`config.mk`:
```
export PLATFORM = sky130hd
export DESIGN_NAME = x86_group1_alu_with_flags
export DESIGN_NICKNAME = d
export VERILOG_FILES = /design/src/hdl/ag1_pkg.sv /design/src/hdl/ag1_alu.sv /design/src/hdl/x86_group1_alu_with_flags.sv
export SDC_FILE = /design/constraint.sdc
export NUM_CORES = 1
export LEC_CHECK = 0
export BUFFER_PORTS_ARGS = -buffer_cell sky130_fd_sc_hd__buf_2
export CORE_ASPECT_RATIO = 1.25
export CORE_MARGIN = 3
export CORE_UTILIZATION = 55
export DETAILED_ROUTE_END_ITERATION = 12
export PLACE_DENSITY = 0.9
export SLEW_MARGIN = 20
export SYNTH_ARGS = -nofsm -noshare
export SYNTH_HDL_FRONTEND = slang
export SYNTH_SLANG_ARGS = --single-unit
```
`constraint.sdc`:
```
create_clock -name i_clk -period 4.2 [get_ports i_clk]
set_input_delay 0.21 -clock i_clk [delete_from_list [all_inputs] [get_ports i_clk]]
set_output_delay 0.21 -clock i_clk [all_outputs]
set_load 0.05 [all_outputs]
```
`src/hdl/ag1_pkg.sv`:
```
// ----------------------------------------------------------------------------
// ag1_pkg: shared types and codes for the x86 group-1 ALU
// Operation codes, the flag word layout and the ALU result bundle.
// ----------------------------------------------------------------------------
package ag1_pkg;

    localparam int unsigned DATA_W = 32;

    typedef logic [2:0]        t_kind;
    typedef logic [DATA_W-1:0] t_word;

    localparam t_kind KIND_ADD = 3'd0;
    localparam t_kind KIND_OR  = 3'd1;
    localparam t_kind KIND_ADC = 3'd2;
    localparam t_kind KIND_SBB = 3'd3;
    localparam t_kind KIND_AND = 3'd4;
    localparam t_kind KIND_SUB = 3'd5;
    localparam t_kind KIND_XOR = 3'd6;
    localparam t_kind KIND_CMP = 3'd7;

    // Stored flag word: carry in the lowest bit, zero in the highest.
    typedef struct packed {
        logic zero;
        logic sign;
        logic overflow;
        logic carry;
    } t_flags;

    typedef struct packed {
        t_word  value;
        t_flags flags;
    } t_alu_res;

endpackage

```
`src/hdl/ag1_alu.sv`:
```
// ----------------------------------------------------------------------------
// ag1_alu: combinational group-1 operation unit
// Computes the 32-bit result and the fresh flags for one operation.
// ----------------------------------------------------------------------------
module ag1_alu (
    input  ag1_pkg::t_kind    i_kind,
    input  ag1_pkg::t_word    i_lhs,
    input  ag1_pkg::t_word    i_rhs,
    input  logic              i_carry,
    output ag1_pkg::t_alu_res o_res
);

    logic [ag1_pkg::DATA_W:0]   w_sum;
    logic [ag1_pkg::DATA_W:0]   w_diff;
    logic                       w_cin_add;
    logic                       w_cin_sub;
    ag1_pkg::t_word             w_res;
    logic                       w_cf;
    logic                       w_of;

    // Only adc and sbb consume the stored carry.
    assign w_cin_add = (i_kind == ag1_pkg::KIND_ADC) ? i_carry : 1'b0;
    assign w_cin_sub = (i_kind == ag1_pkg::KIND_SBB) ? i_carry : 1'b0;

    // One extra bit holds the unsigned carry, or the borrow for subtraction.
    assign w_sum  = {1'b0, i_lhs} + {1'b0, i_rhs}
                  + {{ag1_pkg::DATA_W{1'b0}}, w_cin_add};
    assign w_diff = {1'b0, i_lhs} - {1'b0, i_rhs}
                  - {{ag1_pkg::DATA_W{1'b0}}, w_cin_sub};

    always_comb begin
        w_res = '0;
        w_cf  = 1'b0;
        w_of  = 1'b0;
        unique case (i_kind)
            ag1_pkg::KIND_ADD, ag1_pkg::KIND_ADC: begin
                w_res = w_sum[ag1_pkg::DATA_W-1:0];
                w_cf  = w_sum[ag1_pkg::DATA_W];
                w_of  = (i_lhs[ag1_pkg::DATA_W-1] ^ w_res[ag1_pkg::DATA_W-1])
                      & (i_rhs[ag1_pkg::DATA_W-1] ^ w_res[ag1_pkg::DATA_W-1]);
            end
            ag1_pkg::KIND_SBB, ag1_pkg::KIND_SUB, ag1_pkg::KIND_CMP: begin
                w_res = w_diff[ag1_pkg::DATA_W-1:0];
                w_cf  = w_diff[ag1_pkg::DATA_W];
                w_of  = (i_lhs[ag1_pkg::DATA_W-1] ^ i_rhs[ag1_pkg::DATA_W-1])
                      & (i_lhs[ag1_pkg::DATA_W-1] ^ w_res[ag1_pkg::DATA_W-1]);
            end
            ag1_pkg::KIND_OR:  w_res = i_lhs | i_rhs;
            ag1_pkg::KIND_AND: w_res = i_lhs & i_rhs;
            ag1_pkg::KIND_XOR: w_res = i_lhs ^ i_rhs;
            default: w_res = '0;
        endcase
    end

    // Compare returns the left operand but flags the subtraction.
    assign o_res.value          = (i_kind == ag1_pkg::KIND_CMP) ? i_lhs : w_res;
    assign o_res.flags.carry    = w_cf;
    assign o_res.flags.overflow = w_of;
    assign o_res.flags.sign     = w_res[ag1_pkg::DATA_W-1];
    assign o_res.flags.zero     = (w_res == '0);

endmodule

```
`src/hdl/x86_group1_alu_with_flags.sv`:
```
// ----------------------------------------------------------------------------
// x86_group1_alu_with_flags: 32-bit x86 group-1 ALU with a flag register
// Streams add, or, adc, sbb, and, sub, xor and cmp operations and returns
// each result together with the carry, overflow, sign and zero flags.
// ----------------------------------------------------------------------------
//
//  Channel  Direction  tdata                              tuser
//  s_axis   in         [31:0] left, [63:32] right         [2:0] kind, [3] keep
//  m_axis   out        [31:0] value, [32] carry,          none
//                      [33] overflow, [34] sign, [35] zero, [39:36] zero
//
// One item is accepted every cycle while the output side keeps up. An item
// taken into the input register crosses the single ALU stage into the result
// register, from which its result is shown on m_axis.
// The synchronous active-low reset empties both registers and clears the
// stored flags. When the result register is held by m_axis_tready low, the
// input register still fills once, and s_axis_tready drops only when both
// registers hold items.
//
module x86_group1_alu_with_flags (
    input  logic        i_clk,
    input  logic        i_rst_n,
    input  logic        s_axis_tvalid,
    output logic        s_axis_tready,
    // Fields from bit 0: left_operand[31:0], right_operand[63:32].
    input  logic [63:0] s_axis_tdata,
    // Fields from bit 0: kind[2:0], keep_flags[3].
    input  logic [3:0]  s_axis_tuser,
    output logic        m_axis_tvalid,
    input  logic        m_axis_tready,
    // Fields from bit 0: value[31:0], carry_out[32], overflow_out[33],
    // sign_out[34], zero_out[35], then zero fill up to bit 39.
    output logic [39:0] m_axis_tdata
);

    // Input register.
    logic                r_in_valid;
    ag1_pkg::t_kind      r_in_kind;
    ag1_pkg::t_word      r_in_lhs;
    ag1_pkg::t_word      r_in_rhs;
    logic                r_in_keep;

    // Result register.
    logic                r_out_valid;
    ag1_pkg::t_word      r_out_value;
    ag1_pkg::t_flags     r_out_flags;

    // Architectural flag register.
    ag1_pkg::t_flags     r_flags;
    ag1_pkg::t_flags     n_flags;

    ag1_pkg::t_alu_res   w_alu;
    logic                w_advance;
    logic                w_accept;

    // The item in the input register moves on whenever the result register
    // is empty or is being emptied in this cycle.
    assign w_advance     = r_in_valid && (!r_out_valid || m_axis_tready);
    assign s_axis_tready = !r_in_valid || w_advance;
    assign w_accept      = s_axis_tvalid && s_axis_tready;

    ag1_alu u_alu (
        .i_kind  (r_in_kind),
        .i_lhs   (r_in_lhs),
        .i_rhs   (r_in_rhs),
        .i_carry (r_flags.carry),
        .o_res   (w_alu)
    );

    // The flags change only as an item leaves the ALU stage, so the next item
    // always sees the carry as left by the items before it.
    assign n_flags = r_in_keep ? r_flags : w_alu.flags;

    always_ff @(posedge i_clk) begin
        if (!i_rst_n) begin
            r_in_valid <= 1'b0;
        end else if (s_axis_tready) begin
            r_in_valid <= s_axis_tvalid;
        end
        if (w_accept) begin
            r_in_kind <= s_axis_tuser[2:0];
            r_in_keep <= s_axis_tuser[3];
            r_in_lhs  <= s_axis_tdata[31:0];
            r_in_rhs  <= s_axis_tdata[63:32];
        end
    end

    always_ff @(posedge i_clk) begin
        if (!i_rst_n) begin
            r_out_valid <= 1'b0;
            r_flags     <= '0;
        end else begin
            if (w_advance) begin
                r_out_valid <= 1'b1;
                r_flags     <= n_flags;
            end else if (m_axis_tready) begin
                r_out_valid <= 1'b0;
            end
        end
        if (w_advance) begin
            r_out_value <= w_alu.value;
            r_out_flags <= n_flags;
        end
    end

    assign m_axis_tvalid = r_out_valid;
    assign m_axis_tdata  = {4'b0000, r_out_flags.zero, r_out_flags.sign,
                            r_out_flags.overflow, r_out_flags.carry, r_out_value};

`ifndef NO_ASSERTIONS
    // A shown result always carries the flags currently stored.
    a_out_flags_match: assert property (@(posedge i_clk) disable iff (!i_rst_n)
        r_out_valid |-> (r_out_flags == r_flags))
        else $error("result flags differ from stored flags");

    // An item that keeps the flags leaves the flag register alone.
    a_keep_holds: assert property (@(posedge i_clk) disable iff (!i_rst_n)
        (w_advance && r_in_keep) |=> (r_flags == $past(r_flags)))
        else $error("flags changed on a keep item");

    // Logic operations that do not keep the flags clear carry and overflow.
    a_logic_clears: assert property (@(posedge i_clk) disable iff (!i_rst_n)
        (w_advance && !r_in_keep && (r_in_kind == ag1_pkg::KIND_OR
            || r_in_kind == ag1_pkg::KIND_AND || r_in_kind == ag1_pkg::KIND_XOR))
        |=> (!r_flags.carry && !r_flags.overflow))
        else $error("logic operation left carry or overflow set");

    // An item leaving the ALU stage always lands in the result register.
    a_advance_lands: assert property (@(posedge i_clk) disable iff (!i_rst_n)
        w_advance |=> r_out_valid)
        else $error("advanced item lost");
`endif

endmodule

```
==> results.md <==
* Largest net degree at the start of global routing at 47
* Final setup viols at 0
* CTS root buf: clkbuf_16
* Cts hold-fix bufs at 0
* Worst setup EP type: register
* CTS Buf Count at 9
* Synthesis-to-layout area growth at 13.0%
* Antenna-violating nets left at 0
* Final hold violation count at 0
* Synth cell types at 88
* Power Density at between 300 and 400 nW/um2
* Vias in the first global route at just over 9000
* F_max at 246 MHz
* Critical path type: register to register
* Sequential share of the synthesized area at 0.317
* CP max FO at 4
* Required @ worst endpoint at ~4.4 ns
* Outcome: completed
* Io pins at 114
* Core area at about 18000 um2
* Die Ht at 158 um
* Design area at roughly 12000 um2
* Worst EP arrival at roughly 4.3 ns
* WL/cell at between 20 and 25 um
* Total Wirelength at around 30000 um
* CTS tree: done
* Overflow after GRT at 0
* Synthesized area at 10200 um2
* Worst Hold Class: input pin to register
* # rows at 55
* GP Congestion at 1.03
* Die width at approximately 130 um
* Initial DRC Count at 1134
* Max_cap viols at 0
* GRT Total Usage at 0.289
* Buffers on Ports at between 100 and 150
* Slew HR at 0.386
* DR vias/cell at between 6 and 7
* Mean post-synth cell area at about 9 um2
* Placed Area at 11200 um2
* CTS clk-pin slew, worst paths at 0.08 ns
* First-pass GRT wire length at between 40000 and 50000 um
* Tot Pwr at between 3 and 4 mW
* Period Utilization, post-route at 0.968
* Mapped Cells at around 1200
* Fin nets at 1463
* Drt drc at 0
* Overall die area at around 20000 um2
* Startpoint types: register
* Post-layout minimum cycle time at slightly above 4 ns
* Synth Warn # at 0
* Async SR Flop Fraction at 0
* #FFs+latches synth at 110
* EDFF count, synth at between 100 and 150
* H-tree levels at 3
* Via count at 9599
* Synth Flop Type: edfxtp_1
* N_diodes at 0
* Tightest Pin Transition at between 0.9 and 1 ns
* Clock Latency Late Sink at around 0.37 ns
* Slew Viols, Final at 0
* Initial core utilization at 0.563
* Clock sink count at 110
* Antenna violations before repair at 0
* Leak pwr at between 5 and 6 nW
* Share of cells above drive strength 1 at 0.181
* Hpwl dp at ~22000 um
* Maximum root-to-sink buffer count at 2
* Setup Skew at between 0.01 and 0.015 ns
* Max VDD drop at roughly 0.00021 V
* First-pass DRT Iterations at 6
[per-stage QoR]
step,hold WS [ns],std cells,setup slack (ns),setup TNS [ns],util
2_1_floorplan,0.309,1158,-0.00407,-0.00407,-
3_3_place_gp,0.386,1475,0.149,0,0.614
3_5_place_dp,0.388,1475,0.0797,0,0.614
4_1_cts,0.00769,1491,0.0305,0,0.629
5_1_grt,0.0112,1494,-0.0791,-0.175,0.636
6_report,0.0110,1494,0.136,0,0.636
[flip-flops by register name, indices dropped and copies added (netlist names)]
name / flops
r_in_keep: 1
r_out_value: 32
r_in_valid: 1
r_in_kind: 3
m_axis_tvalid: 1
r_in_rhs: 32
r_flags: 4
r_in_lhs: 32
m_axis_tdata: 4
[where the power goes]
part	switching (mW)	internal, mW
registers	0.0415	1.30
logic	0.997	0.591
clock network	0.412	0.402
total	1.45	2.29
[what timing repair did]
action	4_1_cts	5_1_grt
resized for setup	0	21
hold endpoints to repair	0	0
endpoints found under the setup margin	0	3
buffers inserted	0	3
[placed cells by master (no fill, tap or decap), types with 5 or more instances in the layout]
master     instances
mux2i_1           27
a211oi_1           8
nor2b_1           12
o2111ai_1          9
o211ai_1           8
xor2_1            14
o21ai_1            8
nor2_1            73
buf_2            109
nand4_1           23
clkbuf_16          9
inv_1            107
and3_1            13
edfxtp_1         104
a221o_1            6
a21o_1            19
a31oi_1           12
or3_1              5
xnor2_1           26
and2_1             5
a21boi_0          11
buf_4             50
nor3_1            16
o22ai_1           29
nand2_1           81
nand3_1           21
ha_1             126
dfxtp_1            6
o21bai_1           9
a21oi_1          105
o21a_1            14
nand2b_1          19
o21ai_0           57
[Yosys cell counts (10+ instances only)]
master	number	area [um2]
ha_1	126	1580
a21oi_1	107	536
inv_1	107	402
edfxtp_1	104	3120
nand2_1	81	304
nor2_1	75	282
o21ai_0	59	295
clkbuf_1	38	143
o22ai_1	31	194
mux2i_1	27	270
xnor2_1	26	228
nand4_1	23	144
buf_2	21	105
nand3_1	21	105
a21o_1	19	143
nand2b_1	19	119
nor3_1	16	80.1
o21a_1	14	105
xor2_1	14	123
a31oi_1	13	81.3
and3_1	13	81.3
nor2b_1	13	81.3
a21boi_0	11	82.6
o2111ai_1	10	87.6
[cells by family (layout without fill, tap and decap cells)]
group                      after synthesis  in the layout  share of synthesized area
AOI/OAI and AO/OA                      369            369                      0.242
xor gates and xnor gates                40             40                     0.0343
adders and majority gates              130            130                      0.162
buffers and inverters                  175            283                     0.0697
DFF                                    110            110                      0.317
muxes                                   30             30                     0.0297
other                                    1              4                   0.000367
and+or+nand+nor                        300            300                      0.145
[path summary, 6_finish.rpt]
kind,from,to,slack (ns),depth (start not counted)
worst max-delay path,r_in_kind[0],m_axis_tdata[35],0.14,16
worst min-delay path,s_axis_tdata[60],r_in_rhs[28],0.01,1
worst max register to register,r_in_kind[0],m_axis_tdata[35],0.14,16
worst min register to register,r_flags[1],r_flags[1],0.48,2
[layout make-up]
cell class / instances / area (um2)
clock buffer: 10 / 229
clock inverter: 6 / 37.5
fill: 1500 / 6610
inverter: 107 / 402
multi-input combinational: 873 / 6420
sequential: 110 / 3240
tap: 228 / 285
timing repair buffer: 160 / 941
[layer usage]
metal	part of all wire	vias up	wire, um	GRT usage
li1	-	4426	-	-
met1	0.40	4511	12100	0.370
met2	0.47	550	14100	0.480
met3	0.082	112	2460	0.0456
met4	0.048	0	1450	0.140
met5	0	-	0	0
[worst max-delay path, stage by stage (launching register included)]
cell	delay (ns)
edfxtp_1	0.43
buf_4	0.17
nor2_4	0.10
nand3_1	0.10
fa_2	0.37
fa_1	0.39
nand2b_1	0.19
buf_4	0.16
a21oi_1	0.27
a211oi_1	0.11
a211o_1	0.33
a211oi_1	0.19
nand4_1	0.19
nor4_1	0.25
and4b_1	0.29
nand4_1	0.18
o21ai_0	0.18
No activity file was read; power rests on OpenSTA's default activity.
